**src/rtl/ffp_pkg.sv**
```systemverilog
// shared types, constants and the month name table of the timestamp parser
// no dependencies; imported by every module of the block

package ffp_pkg;

  localparam int unsigned FfpQueueDepth = 2;

  localparam int unsigned NumMonths = 12;

  localparam logic [7:0] MonthNames [NumMonths][3] = '{
    '{"j", "a", "n"}, '{"f", "e", "b"}, '{"m", "a", "r"}, '{"a", "p", "r"},
    '{"m", "a", "y"}, '{"j", "u", "n"}, '{"j", "u", "l"}, '{"a", "u", "g"},
    '{"s", "e", "p"}, '{"o", "c", "t"}, '{"n", "o", "v"}, '{"d", "e", "c"}
  };

  localparam logic [4:0] PosMonthLast = 5'd2;
  localparam logic [4:0] PosDaySep    = 5'd3;
  localparam logic [4:0] PosDayLast   = 5'd5;
  localparam logic [4:0] PosHourSep   = 5'd6;
  localparam logic [4:0] PosHourLast  = 5'd8;
  localparam logic [4:0] PosMinSep    = 5'd9;
  localparam logic [4:0] PosMinLast   = 5'd11;
  localparam logic [4:0] PosSecSep    = 5'd12;
  localparam logic [4:0] PosSecLast   = 5'd14;
  localparam logic [4:0] PosYearSep   = 5'd15;
  localparam logic [4:0] PosYearLast  = 5'd19;

  localparam logic [13:0] MaxDay   = 14'd31;
  localparam logic [13:0] MaxHour  = 14'd24;
  localparam logic [13:0] MaxMin   = 14'd60;
  localparam logic [13:0] YearBase = 14'd1900;

  localparam logic [7:0] ChSpace = 8'h20;
  localparam logic [7:0] ChColon = 8'h3a;

  typedef enum logic [2:0] {
    StOk        = 3'd0,
    StBadMonth  = 3'd1,
    StBadSep    = 3'd2,
    StNonDigit  = 3'd3,
    StBadRange  = 3'd4
  } status_e;

  typedef struct packed {
    logic [7:0] char_byte;
    logic       start_req;
  } ffp_in_t;

  typedef struct packed {
    logic [2:0]  status;
    logic [3:0]  month;
    logic [4:0]  day_of_month;
    logic [4:0]  hour;
    logic [5:0]  minute;
    logic [5:0]  second;
    logic [12:0] year_offset;
    logic [4:0]  fail_position;
  } ffp_out_t;

  typedef struct packed {
    logic       start;
    logic       is_digit;
    logic [3:0] digit;
    logic       is_space;
    logic       is_colon;
    logic [7:0] fchar;
  } ffp_cls_t;

endpackage

```
**src/rtl/ffp_front.sv**
```systemverilog
// front end: classifies each incoming byte (case fold, digit, separators)
// depends on ffp_pkg

module ffp_front import ffp_pkg::*; (
  input  logic     in_valid_i,
  output logic     in_ready_o,
  input  ffp_in_t  in_data_i,
  output logic     push_valid_o,
  input  logic     push_ready_i,
  output ffp_cls_t push_data_o
);

  logic [7:0] c;

  assign c            = in_data_i.char_byte;
  assign in_ready_o   = push_ready_i;
  assign push_valid_o = in_valid_i;

  always_comb begin
    push_data_o.start    = in_data_i.start_req;
    push_data_o.is_digit = (c >= "0") && (c <= "9");
    push_data_o.digit    = c[3:0];
    push_data_o.is_space = (c == ChSpace);
    push_data_o.is_colon = (c == ChColon);
    if ((c >= "A") && (c <= "Z")) begin
      push_data_o.fchar = c + 8'd32;
    end else begin
      push_data_o.fchar = c;
    end
  end

endmodule

```
**src/rtl/ffp_queue.sv**
```systemverilog
// short queue of classified bytes between front and back end
// depends on ffp_pkg

module ffp_queue import ffp_pkg::*; #(
  parameter int unsigned Depth = FfpQueueDepth
) (
  input  logic     clk_i,
  input  logic     rst_ni,
  input  logic     push_valid_i,
  output logic     push_ready_o,
  input  ffp_cls_t push_data_i,
  output logic     pop_valid_o,
  input  logic     pop_ready_i,
  output ffp_cls_t pop_data_o
);

  localparam int unsigned PtrW = (Depth > 1) ? $clog2(Depth) : 1;
  localparam int unsigned CntW = $clog2(Depth + 1);

  ffp_cls_t        mem_q [Depth];
  logic [PtrW-1:0] wr_ptr_q, wr_ptr_d, rd_ptr_q, rd_ptr_d;
  logic [CntW-1:0] count_q, count_d;
  logic            push, pop;

  assign push_ready_o = (count_q != CntW'(Depth));
  assign pop_valid_o  = (count_q != '0);
  assign pop_data_o   = mem_q[rd_ptr_q];
  assign push         = push_valid_i && push_ready_o;
  assign pop          = pop_valid_o && pop_ready_i;

  always_comb begin
    wr_ptr_d = wr_ptr_q;
    rd_ptr_d = rd_ptr_q;
    count_d  = count_q;
    if (push) begin
      wr_ptr_d = (wr_ptr_q == PtrW'(Depth - 1)) ? '0 : wr_ptr_q + 1'b1;
    end
    if (pop) begin
      rd_ptr_d = (rd_ptr_q == PtrW'(Depth - 1)) ? '0 : rd_ptr_q + 1'b1;
    end
    if (push && !pop) begin
      count_d = count_q + 1'b1;
    end else if (pop && !push) begin
      count_d = count_q - 1'b1;
    end
  end

  always_ff @(posedge clk_i or negedge rst_ni) begin
    if (!rst_ni) begin
      wr_ptr_q <= '0;
      rd_ptr_q <= '0;
      count_q  <= '0;
    end else begin
      wr_ptr_q <= wr_ptr_d;
      rd_ptr_q <= rd_ptr_d;
      count_q  <= count_d;
    end
  end

  always_ff @(posedge clk_i) begin
    if (push) begin
      mem_q[wr_ptr_q] <= push_data_i;
    end
  end

endmodule

```
**src/rtl/ffp_back.sv**
```systemverilog
// back end: position tracking, month match, digit accumulation, range checks
// and the output register; depends on ffp_pkg

module ffp_back import ffp_pkg::*; (
  input  logic     clk_i,
  input  logic     rst_ni,
  input  logic     pop_valid_i,
  output logic     pop_ready_o,
  input  ffp_cls_t pop_data_i,
  output logic     out_valid_o,
  input  logic     out_ready_i,
  output ffp_out_t out_data_o
);

  logic             active_q, active_d;
  logic [4:0]       pos_q, pos_d;
  logic [11:0]      cand_q, cand_d;
  logic [13:0]      acc_q, acc_d;
  logic [3:0]       month_q, month_d;
  logic [4:0]       day_q, day_d, hour_q, hour_d;
  logic [5:0]       min_q, min_d, sec_q, sec_d;
  logic             out_valid_q;
  ffp_out_t         out_q;

  logic             fire, eff_active, emit;
  logic [4:0]       eff_pos;
  logic [11:0]      eff_cand, keep, new_cand;
  logic [13:0]      eff_acc, acc_next;
  logic [3:0]       eff_month, month_enc;
  logic [4:0]       eff_day, eff_hour;
  logic [5:0]       eff_min, eff_sec;
  logic [1:0]       name_idx;
  status_e          status;
  logic [12:0]      year_off;
  logic [4:0]       fail_pos;

  assign pop_ready_o = !out_valid_q || out_ready_i;
  assign fire        = pop_valid_i && pop_ready_o;
  assign eff_active  = pop_data_i.start || active_q;
  assign eff_pos     = pop_data_i.start ? '0 : pos_q;
  assign eff_cand    = pop_data_i.start ? '1 : cand_q;
  assign eff_acc     = pop_data_i.start ? '0 : acc_q;
  assign eff_month   = pop_data_i.start ? '0 : month_q;
  assign eff_day     = pop_data_i.start ? '0 : day_q;
  assign eff_hour    = pop_data_i.start ? '0 : hour_q;
  assign eff_min     = pop_data_i.start ? '0 : min_q;
  assign eff_sec     = pop_data_i.start ? '0 : sec_q;
  assign name_idx    = (eff_pos <= PosMonthLast) ? eff_pos[1:0] : 2'd0;
  assign acc_next    = 14'(eff_acc * 14'd10) + 14'(pop_data_i.digit);
  assign new_cand    = eff_cand & keep;

  always_comb begin
    keep      = '0;
    month_enc = '0;
    for (int i = 0; i < NumMonths; i++) begin
      keep[i] = (MonthNames[i][name_idx] == pop_data_i.fchar);
    end
    for (int i = NumMonths - 1; i >= 0; i--) begin
      if (new_cand[i]) begin
        month_enc = 4'(i);
      end
    end
  end

  always_comb begin
    emit     = 1'b0;
    status   = StOk;
    fail_pos = eff_pos;
    year_off = '0;
    pos_d    = eff_pos + 5'd1;
    cand_d   = eff_cand;
    acc_d    = eff_acc;
    month_d  = eff_month;
    day_d    = eff_day;
    hour_d   = eff_hour;
    min_d    = eff_min;
    sec_d    = eff_sec;
    if (eff_pos <= PosMonthLast) begin
      cand_d = new_cand;
      if (new_cand == '0) begin
        emit   = 1'b1;
        status = StBadMonth;
      end else if (eff_pos == PosMonthLast) begin
        month_d = month_enc;
      end
    end else if (eff_pos == PosDaySep || eff_pos == PosHourSep || eff_pos == PosYearSep) begin
      acc_d = '0;
      if (!pop_data_i.is_space) begin
        emit   = 1'b1;
        status = StBadSep;
      end
    end else if (eff_pos == PosMinSep || eff_pos == PosSecSep) begin
      acc_d = '0;
      if (!pop_data_i.is_colon) begin
        emit   = 1'b1;
        status = StBadSep;
      end
    end else if (!pop_data_i.is_digit) begin
      emit   = 1'b1;
      status = StNonDigit;
    end else begin
      acc_d = acc_next;
      case (eff_pos)
        PosDayLast: begin
          if (acc_next > MaxDay) begin
            emit   = 1'b1;
            status = StBadRange;
          end
          day_d = acc_next[4:0];
        end
        PosHourLast: begin
          if (acc_next > MaxHour) begin
            emit   = 1'b1;
            status = StBadRange;
          end
          hour_d = acc_next[4:0];
        end
        PosMinLast: begin
          if (acc_next > MaxMin) begin
            emit   = 1'b1;
            status = StBadRange;
          end
          min_d = acc_next[5:0];
        end
        PosSecLast: begin
          if (acc_next > MaxMin) begin
            emit   = 1'b1;
            status = StBadRange;
          end
          sec_d = acc_next[5:0];
        end
        PosYearLast: begin
          emit = 1'b1;
          if (acc_next < YearBase) begin
            status = StBadRange;
          end else begin
            fail_pos = '0;
            year_off = 13'(acc_next - YearBase);
          end
        end
        default: begin
        end
      endcase
    end
    active_d = !emit;
  end

  always_ff @(posedge clk_i or negedge rst_ni) begin
    if (!rst_ni) begin
      active_q <= 1'b0;
      pos_q    <= '0;
      cand_q   <= '1;
      acc_q    <= '0;
      month_q  <= '0;
      day_q    <= '0;
      hour_q   <= '0;
      min_q    <= '0;
      sec_q    <= '0;
    end else if (fire && eff_active) begin
      active_q <= active_d;
      pos_q    <= pos_d;
      cand_q   <= cand_d;
      acc_q    <= acc_d;
      month_q  <= month_d;
      day_q    <= day_d;
      hour_q   <= hour_d;
      min_q    <= min_d;
      sec_q    <= sec_d;
    end
  end

  always_ff @(posedge clk_i or negedge rst_ni) begin
    if (!rst_ni) begin
      out_valid_q <= 1'b0;
    end else if (fire && eff_active && emit) begin
      out_valid_q <= 1'b1;
    end else if (out_ready_i) begin
      out_valid_q <= 1'b0;
    end
  end

  always_ff @(posedge clk_i) begin
    if (fire && eff_active && emit) begin
      out_q.status        <= status;
      out_q.month         <= eff_month;
      out_q.day_of_month  <= eff_day;
      out_q.hour          <= eff_hour;
      out_q.minute        <= eff_min;
      out_q.second        <= eff_sec;
      out_q.year_offset   <= year_off;
      out_q.fail_position <= fail_pos;
    end
  end

  assign out_valid_o = out_valid_q;
  assign out_data_o  = out_q;

endmodule

```
**src/rtl/fixed_format_timestamp_parser_core.sv**
```systemverilog
// Parser for fixed-format timestamps such as "Nov 24 18:22:48 1986", one byte per
// transfer, start_req on the first byte. While no unaccepted result holds the
// output register, sustained rate is one byte per clock and the back end takes
// one queued byte per cycle. Results leave through that register. Bytes outside
// an open string are dropped; a new start abandons an open string silently.
// Depends on ffp_pkg, ffp_front, ffp_queue and ffp_back.

module fixed_format_timestamp_parser_core import ffp_pkg::*; #(
  parameter int unsigned QueueDepth = FfpQueueDepth
) (
  input  logic     clk_i,
  input  logic     rst_ni,
  input  logic     in_valid_i,
  output logic     in_ready_o,
  input  ffp_in_t  in_data_i,
  output logic     out_valid_o,
  input  logic     out_ready_i,
  output ffp_out_t out_data_o
);

  logic     push_valid, push_ready, pop_valid, pop_ready;
  ffp_cls_t push_data, pop_data;

  ffp_front u_front (
    .in_valid_i   (in_valid_i),
    .in_ready_o   (in_ready_o),
    .in_data_i    (in_data_i),
    .push_valid_o (push_valid),
    .push_ready_i (push_ready),
    .push_data_o  (push_data)
  );

  ffp_queue #(
    .Depth (QueueDepth)
  ) u_queue (
    .clk_i        (clk_i),
    .rst_ni       (rst_ni),
    .push_valid_i (push_valid),
    .push_ready_o (push_ready),
    .push_data_i  (push_data),
    .pop_valid_o  (pop_valid),
    .pop_ready_i  (pop_ready),
    .pop_data_o   (pop_data)
  );

  ffp_back u_back (
    .clk_i       (clk_i),
    .rst_ni      (rst_ni),
    .pop_valid_i (pop_valid),
    .pop_ready_o (pop_ready),
    .pop_data_i  (pop_data),
    .out_valid_o (out_valid_o),
    .out_ready_i (out_ready_i),
    .out_data_o  (out_data_o)
  );

endmodule

```
**config.mk**
```make
export PLATFORM = sky130hd
export DESIGN_NAME = fixed_format_timestamp_parser_core
export DESIGN_NICKNAME = d
export VERILOG_FILES = /design/src/rtl/ffp_pkg.sv /design/src/rtl/ffp_front.sv /design/src/rtl/ffp_queue.sv /design/src/rtl/ffp_back.sv /design/src/rtl/fixed_format_timestamp_parser_core.sv
export SDC_FILE = /design/constraint.sdc
export NUM_CORES = 1
export LEC_CHECK = 0
export ABC_AREA = 1
export BUFFER_PORTS_ARGS = -buffer_cell sky130_fd_sc_hd__buf_2
export CORE_ASPECT_RATIO = 0.5
export CORE_MARGIN = 5
export CORE_UTILIZATION = 27
export CTS_CLUSTER_DIAMETER = 40
export DETAILED_ROUTE_END_ITERATION = 10
export PLACE_DENSITY = 0.5
export SYNTH_ARGS = -nofsm -noshare
export SYNTH_HDL_FRONTEND = slang
export SYNTH_SLANG_ARGS = --single-unit
```
**constraint.sdc**
```tcl
create_clock -name clk_i -period 6.85 [get_ports clk_i]
set_clock_uncertainty 0.1 [all_clocks]
set_input_delay 0 -clock clk_i [delete_from_list [all_inputs] [get_ports clk_i]]
set_output_delay 0 -clock clk_i [all_outputs]
set_load 0.01 [all_outputs]
```
Word-level counts from Yosys, hierarchy flattened
Memories as Yosys holds them, arrays and structs flattened.
Index checks and enable logic that the tools add are counted.
{"block": "totals", "register_bits": 110, "ramBits": 32, "in_bits": 13, "out_inout_bits": 49, "wordCells": 217, "memories": 1}
{"block": "classes", "addsub": 8, "mul": 1, "order_cmp": 10, "eq_ne": 26, "n_mux": 123, "n_bitwise": 4, "n_reduce_logical": 23}
{"name": "u_queue.mem_q", "depth": 2, "width": 16, "read_ports": 1, "rd_ports_with_merged_regs": 0, "write_ports": 1, "line": "ffp_queue.sv:20", "source": "ffp_cls_t mem_q [Depth];"}
{"op": "8-bit two-way mux", "count": 25}
{"op": "8-bit binary-select mux with 2-bit select", "count": 12}
{"op": "8-bit equality test", "count": 12}
{"op": "5-bit two-way mux", "count": 19}
{"op": "6-bit two-way mux", "count": 12}
{"op": "14-bit two-way mux", "count": 5}
{"op": "4-bit two-way mux", "count": 16}
{"op": "5-bit by 4-bit equality test with 1-bit output, second input constant", "count": 6}
{"op": "14-bit by 5-bit > comparator with 1-bit output, second input constant", "count": 2}
{"op": "12-bit two-way mux", "count": 2}
{"op": "3-bit two-way mux", "count": 8}
{"op": "1-bit two-way mux", "count": 17}
{"op": "8-bit by 6-bit equality test with 1-bit output, second input constant", "count": 2}
{"op": "14-bit by 4-bit adder with 14-bit output", "count": 1}
{"op": "14-bit by 6-bit > comparator with 1-bit output, second input constant", "count": 1}
{"op": "14-bit by 11-bit less-than comparator with 1-bit output, second input constant", "count": 1}
{"op": "14-bit by 3-bit multiplier with 13-bit output, second input constant", "count": 1}
{"op": "13-bit by 11-bit subtractor with 13-bit output, second input constant", "count": 1}
{"op": "12-bit bitwise AND", "count": 1}
{"op": "12-bit zero test", "count": 1}
{"op": "3-bit case mux with 4 select lines", "count": 1}
{"op": "5-bit by 2-bit equality test with 1-bit output, second input constant", "count": 2}
{"op": "5-bit by 3-bit equality test with 1-bit output, second input constant", "count": 2}
{"op": "2-bit two-way mux", "count": 5}
{"op": "other kinds (22)", "count": 40}

Logic depth before layout (Yosys ltp)
Gate-level depths: netlist of run 1.
An unclocked memory read counts as a cell.
{"block": "logic_depth", "ltp_word": 25, "depth_mapped": 31, "depth_no_buf": 30}

Modules after synthesis
A second synthesis of run 1 with hierarchy kept.
{"block": "hier_totals", "hier_cells": 1103, "hier_area_um2": 8804.7}
{"mod": "ffp_back", "n_inst": 1, "cells_each": 937, "area_each_um2": 7063.0}
{"mod": "ffp_queue", "n_inst": 1, "cells_each": 112, "area_each_um2": 1443.9}
{"mod": "ffp_front", "n_inst": 1, "cells_each": 54, "area_each_um2": 297.8}

Least setup slack after synthesis of run 1
Ideal clock, no wire load.
{"block": "synth_timing", "kind": "register to register", "start": "register u_queue.rd_ptr_q", "end": "register u_back.out_q, in the netlist u_back.out_data_o[0] (enable)", "t_arrival_ns": 4.524, "setup_slack_ns": 1.825, "stages_incl_launch_ff": 27, "synth_period_minus_slack_ns": 5.025, "cell_sequence": "dfrtp_1 > buf_6 > inv_8 > nand2_8 > nand2_8 > clkbuf_1 > clkbuf_1 > nor3_1 > nor2_1 > inv_1 > fa_1 > nor2_1 > nand2_1 > nand3b_1 > inv_1 > nand2_2 > o21ai_1 > nand2_2 > nand2_1 > nor2_4 > a21oi_1 > nand2_1 > nand3_1 > nand2_1 > nand2_1 > nand2_1 > inv_1"}
{"block": "synth_via", "elab_chain_cells": 14}
{"element": "from (decl)", "line": "ffp_queue.sv:21", "source": "logic [PtrW-1:0] wr_ptr_q, wr_ptr_d, rd_ptr_q, rd_ptr_d;"}
{"element": "from (signal assigned)", "line": "ffp_queue.sv:55", "source": "rd_ptr_q <= rd_ptr_d;"}
{"element": "memory 2 x 16 bit (*)"}
{"element": "parallel branches: the longest is 12 deep, another holds 14-bit by 3-bit multiplier with 13-bit output"}
{"element": "1-bit logical AND (*)", "line": "ffp_back.sv:183", "source": "if (fire && eff_active && emit) begin"}
{"element": "to (decl)", "line": "ffp_back.sv:23", "source": "ffp_out_t out_q;"}
Mark *: on every way between the ends. The select of a mux whose other input is x is not followed.
A chain may end at the register's enable or synchronous reset.

Worst setup path in the final report of run 1
{"block": "layout_timing", "start": "register u_queue.rd_ptr_q", "end": "register u_back.out_q, in the netlist u_back.out_data_o[33] (enable)"}
The elaborated chain is that of the path after synthesis.

==> results of run 1 <==
power by group:
group	internal (mW)	switching [mW]
registers	1.23	0.124
clock network	0.578	0.378
logic	0.933	2.31
total	2.74	2.81
registers in the layout (all words and copies together) (netlist names), 2 cells and up:
signal	count
u_back.acc_q	13
u_back.min_q	6
u_back.sec_q	6
u_queue.mem_q	24
u_back.pos_q	5
u_back.cand_q	12
u_back.month_q	4
u_queue.count_q	2
u_back.hour_q	5
u_back.out_data_o	47
u_back.day_q	5
cells by family (layout without fill, tap and decap cells):
kind of cell,Yosys count,in the layout,share of synthesized area (%)
and+or+nand+nor,515,515,28.5
buffers and inverters,197,283,9.07
AOI/OAI and AO/OA,164,164,11.8
DFF,133,133,43.3
adders and majority gates,31,31,4.62
xor gates and xnor gates,22,22,2.74
worst paths after layout:
path	to	slack [ns]	cells past startpoint
max in group asynchronous	u_back.acc_q[7]	5.87	3
max reg2reg	u_back.out_data_o[33]	1.27	26
min	u_back.sec_q[4]	0.19	3
min in group clk_i	u_queue.mem_q[0][15]	0.22	2
max	u_back.out_data_o[33]	1.27	26
min reg2reg	u_back.cand_q[4]	0.37	2
placed cells by master (no fill, tap or decap), types with 14 or more instances in the layout:
master,instances
o21ai_0,58
inv_1,159
edfxtp_1,71
clkbuf_16,17
buf_2,61
ha_1,30
xor2_1,14
nand2_2,19
dfrtp_1,50
o22ai_1,19
nand3_1,60
a21oi_1,45
nor2_1,132
nand2_1,224
metal layers:
| layer | share of wire, % | GRT usage [%] |
|---|---|---|
| met4 | 1.1 | 3.38 |
| met3 | 4.7 | 2.32 |
| met1 | 49 | 19.0 |
| met2 | 45 | 20.0 |
| met5 | 0 | 0 |
layout make-up:
class / instances / area (sq um)
Clock buffer: 19 / 433
Inverter: 173 / 657
Fill cell: 3337 / 21400
Tap cell: 432 / 541
Multi-Input combinational cell: 732 / 4080
Timing Repair Buffer: 78 / 465
Clock inverter: 13 / 174
Sequential cell: 133 / 3700
metrics by stage:
| stage | area, sq um | utilization (%) | std cells | total power, mW | hold WS (ns) |
|---|---|---|---|---|---|
| 6_report | 10000 | 32.0 | 1580 | 5.56 | 0.193 |
| 5_1_grt | 10000 | 32.0 | 1580 | 6.01 | 0.237 |
| 4_1_cts | 10000 | 32.0 | 1580 | 5.60 | 0.214 |
| 3_5_place_dp | 9310 | 29.6 | 1535 | 4.62 | 0.0929 |
| 3_3_place_gp | 9310 | 29.6 | 1535 | 4.60 | 0.0931 |
| 2_1_floorplan | 8550 | - | 1062 | 3.71 | -0.396 |
worst min-delay path, cell delays in order:
cell	delay (ns)
dlygate4sd3_1	0.52
buf_2	0.09
buf_4	0.64
what timing repair did:
action                    4_1_cts  5_1_grt
hold endpoints to repair       76        0
hold buffers                   13        0
buffers inserted                0        0
==> run_results.csv, run 1 <==
group,metric,value,unit
outcome,status,"completed",
detailed_routing,drc_errors,0,
worst_setup_path,critPathArrivalTime,5.52,ns
sta,rsz0062_at_grt,"false",
detailed_routing,avgRoutedWirePerCell,14.5,um
yosys,syn_nets,1106,
finish,area_growth,17.5,%
worst_setup_path,regToRegStartpoint,"u_queue.rd_ptr_q",
yosys,yosysUniqueCellTypes,58,
worst_setup_path,slowest_delay,0.85,ns
yosys,synth_area_leaders,"edfxtp_1 25%, dfrtp_1 15%, nand2_1 9.8%",
global_routing,antenna_found_initial,0,
worst_setup_path,path_buf_inv,4,
clock_network,clkLatencyLatePin,0.43,ns
finish,drive_above_1_share,17.7,%
clock_network,clock-sinks,133,
flow_run,max_cap_violations,0,
detailed_routing,ant_nets,0,
global_routing,grt_max_degree,63,
die,rows,46,
die,core_area,31400,sq um
sta,timing.final.crit_share,81.4,%
yosys,synth_top_area_share,24.9,%
worst_setup_path,critPathLaunchType,"register",
placement,dpl.hpwl,17100,um
yosys,yosys_warnings,0,
clock_network,cts_buffers,17,
finish,num_antenna_cells,0,
worst_setup_path,crit_required,6.80,ns
sta,maxSlewViolCount,0,
yosys,synth_common_cells,"224 x nand2_1, 160 x inv_1, 132 x nor2_1",
sta,timing_worst_slew_pin_value,1.07,ns
sta,max-slew-margin-rel,28.7,%
placement,port_buffers,61,
worst_setup_path,crit_type,"register to register",
die,die-height,136,um
yosys,synth-edff-count,71,
die,start_util,27.2,%
detailed_routing,drtIter0Drc,575,
clock_network,cts_tree,"done",
detailed_routing,firstDrtPassIters,7,
power,p_leak,4.56,nW
global_routing,track_usage,13.0,%
sta,fin_crit,5.58,ns
sta,hold_viol_final,0,
yosys,synth.most_common_cell,"nand2_1",
global_routing,grt_pass1_wl,36300,um
sta,setup_viol,0,
clock_network,cts.clk_slew.worst_paths,0.06,ns
placement,dp_slack,1.20,ns
die,die_w,262,um
clock_network,clk_path_buf_depth,2,
clock_network,cts_resized,0,
min_path,hp-class,"input port to async pin",
global_routing,grt_pass1_vias,6783,
placement,routabilityCongestion,0.899,
yosys,synth-seq-area-share,43.3,%
yosys,netlist.top_cell.by_area,"edfxtp_1",
worst_setup_path,crit_path_end_kind,"register",
detailed_routing,via_count,7150,
clock_network,htreeDepth,4,
power,powerDensity,553,nW/um^2
die,io-pin-count,62,
worst_setup_path,critPathLaunch,"u_queue.rd_ptr_q",
sta,tns,0,ns
yosys,synth.ff_latch_count,133,
yosys,syn-instance-count,1062,
yosys,synth_area_per_cell,8.05,sq um
sta,fmax,0.179,GHz
worst_setup_path,cp_common_cell,"nand2_1",
clock_network,cts-root-buf,"clkbuf_16",
worst_setup_path,critPathTopFamily,"simple AND/OR/NAND/NOR gates",
detailed_routing,vias_per_cell,4.53,
sta,setup_slack,1.27,ns
die,fp.dieArea,35500,sq um
yosys,synth-async-reset-ratio,46.6,%
worst_setup_path,cp_slowest_cell,"dfrtp_1",
finish,fin_nets,1179,
yosys,netlist_area,8550,sq um
worst_setup_path,path_max_fanout,47,
power,max-vdd-ir-drop,0.225,mV
global_routing,overflow,0,
detailed_routing,drt-total-wl,22900,um
yosys,synth_ff_type,"edfxtp_1",
(Power assumes the default switching activity.)
==> run 2, diff against run 1 <==
- PLACE_DENSITY: 0.5 -> 0.51
- clock period: 6.85 -> 4.79 ns (I/O delays scaled with it)
==> run_results.csv, run 2 (synthesized netlist as in run 1, its figures left out) <==
group,metric,value,unit
outcome,status,"completed",
die,core_area,31400,sq um
clock_network,cts-root-buf,"clkbuf_16",
die,die_w,262,um
power,p_leak,4.67,nW
detailed_routing,drtIter0Drc,476,
worst_setup_path,r2r-end,"u_back.out_data_o[46]",
sta,fmax,0.222,GHz
detailed_routing,via_count,7358,
global_routing,grt_max_degree,69,
worst_setup_path,ff2ff_path_depth,28,
sta,tns,0,ns
global_routing,grt_pass1_wl,37800,um
finish,fin_util,32.7,%
sta,maxSlewViolCount,0,
placement,routabilityCongestion,0.870,
global_routing,track_usage,13.5,%
detailed_routing,drc_errors,0,
global_routing,antenna_found_initial,0,
detailed_routing,avgRoutedWirePerCell,15.0,um
sta,timing_worst_slew_pin_value,1.14,ns
placement,dp_slack,0.111,ns
finish,drive_above_1_share,20.4,%
placement,dpl.hpwl,18100,um
sta,setup_slack,0.291,ns
clock_network,clk_path_buf_depth,2,
detailed_routing,firstDrtPassIters,5,
clock_network,cts_buffers,17,
die,start_util,27.2,%
worst_setup_path,slowest_delay,0.48,ns
clock_network,cts_tree,"done",
die,fp.dieArea,35500,sq um
worst_setup_path,crit_required,4.88,ns
worst_setup_path,cp_common_cell,"nand2_1",
die,rows,46,
worst_setup_path,cp_slowest_cell,"dfrtp_2",
finish,fill_cells,3347,
finish,num_antenna_cells,0,
clock_network,clock-sinks,133,
worst_setup_path,critPathArrivalTime,4.59,ns
flow_run,max_cap_violations,0,
sta,max-slew-margin-rel,23.4,%
finish,area_growth,20.4,%
power,power.total,8.33,mW
worst_setup_path,crit_path_end_kind,"register",
detailed_routing,vias_per_cell,4.60,
worst_setup_path,crit_type,"register to register",
sta,hold_ws,0.206,ns
sta,timing.final.crit_share,93.9,%
detailed_routing,ant_nets,0,
sta,setup_viol,0,
finish,final_cell_mix,"223 x nand2_1, 158 x inv_1, 125 x nor2_1",
clock_network,htreeDepth,4,
die,die-height,136,um
clock_network,cts.clk_slew.worst_paths,0.06,ns
min_path,hp-class,"input port to async pin",
finish,fin_nets,1199,
worst_setup_path,regToRegStartpoint,"u_queue.rd_ptr_q",
finish,largest_reg_flops,47,
power,powerDensity,809,nW/um^2
worst_setup_path,rrSetupSlack,0.29,ns
worst_setup_path,critPathLaunchType,"register",
sta,fin_crit,4.50,ns
worst_setup_path,path_max_fanout,19,
die,io-pin-count,62,
detailed_routing,drt-total-wl,24000,um
global_routing,overflow,0,
clock_network,clkLatencyLatePin,0.43,ns
sta,hold_viol_final,0,
global_routing,grt_pass1_vias,7028,
placement,port_buffers,61,
finish,final_common_cell,"nand2_1",
power,max-vdd-ir-drop,0.298,mV
run 2: how the worst max path moves through the flow:
| stage | startpoint | to | slack, ns | cells past startpoint |
|---|---|---|---|---|
| floorplan | u_queue.rd_ptr_q | u_back.out_data_o[0] | 0.07 | 26 |
| global placement | u_queue.rd_ptr_q | u_back.out_data_o[12] | 0.24 | 26 |
| detailed placement | u_queue.rd_ptr_q | u_back.out_data_o[22] | 0.11 | 26 |
| CTS | u_queue.rd_ptr_q | u_back.out_data_o[18] | 0.1 | 26 |
| global route | u_queue.rd_ptr_q | u_back.out_data_o[46] | -0.04 | 24 |
| finish | u_queue.rd_ptr_q | u_back.out_data_o[46] | 0.29 | 28 |
run 2: layout make-up:
type                            count  area [sq um]  area share (%)
Tap cell                          432           541            5.25
Sequential cell                   133          3700            36.0
Multi-Input combinational cell    732          4120            40.1
Clock buffer                       19           443            4.30
Timing Repair Buffer               98           676            6.57
Clock inverter                     13           149            1.45
Inverter                          173           661            6.42
run 2: through the flow:
stage | std cells | area [sq um]
after floorplan | 1062 | 8560
after global placement | 1549 | 9440
after detailed placement | 1549 | 9440
after CTS | 1594 | 10200
after global routing | 1600 | 10300
final | 1600 | 10300
run 2: worst max-delay path: cells and delay by family (launching register included):
family / cells / cell delay (ns)
buffers and inverters: 5 / 0.59
AOI/OAI and AO/OA: 1 / 0.14
adders and majority gates: 2 / 0.62
DFF: 1 / 0.48
and+or+nand+nor: 20 / 2.31
run 2: power breakdown:
group | total (mW) | internal [mW] | switching [mW]
Combinational | 5.07 | 1.59 | 3.49
Sequential | 1.92 | 1.76 | 0.167
Clock | 1.33 | 0.788 | 0.541
Total | 8.33 | 4.13 | 4.20
run 2: per-layer routing:
metal  wire, um  track usage, %  up-vias
li1           -               -     3651
met1      12000            19.3     3541
met2      10800            21.7      146
met3        975            2.21       20
met4        231            2.94        0
met5          0               0        -
run 2: timing repair:
action,in CTS,in global routing
buffers inserted,0,4
hold buffers,13,0
resized for setup,0,16
endpoints found under the setup margin,0,47
hold endpoints to repair,76,0
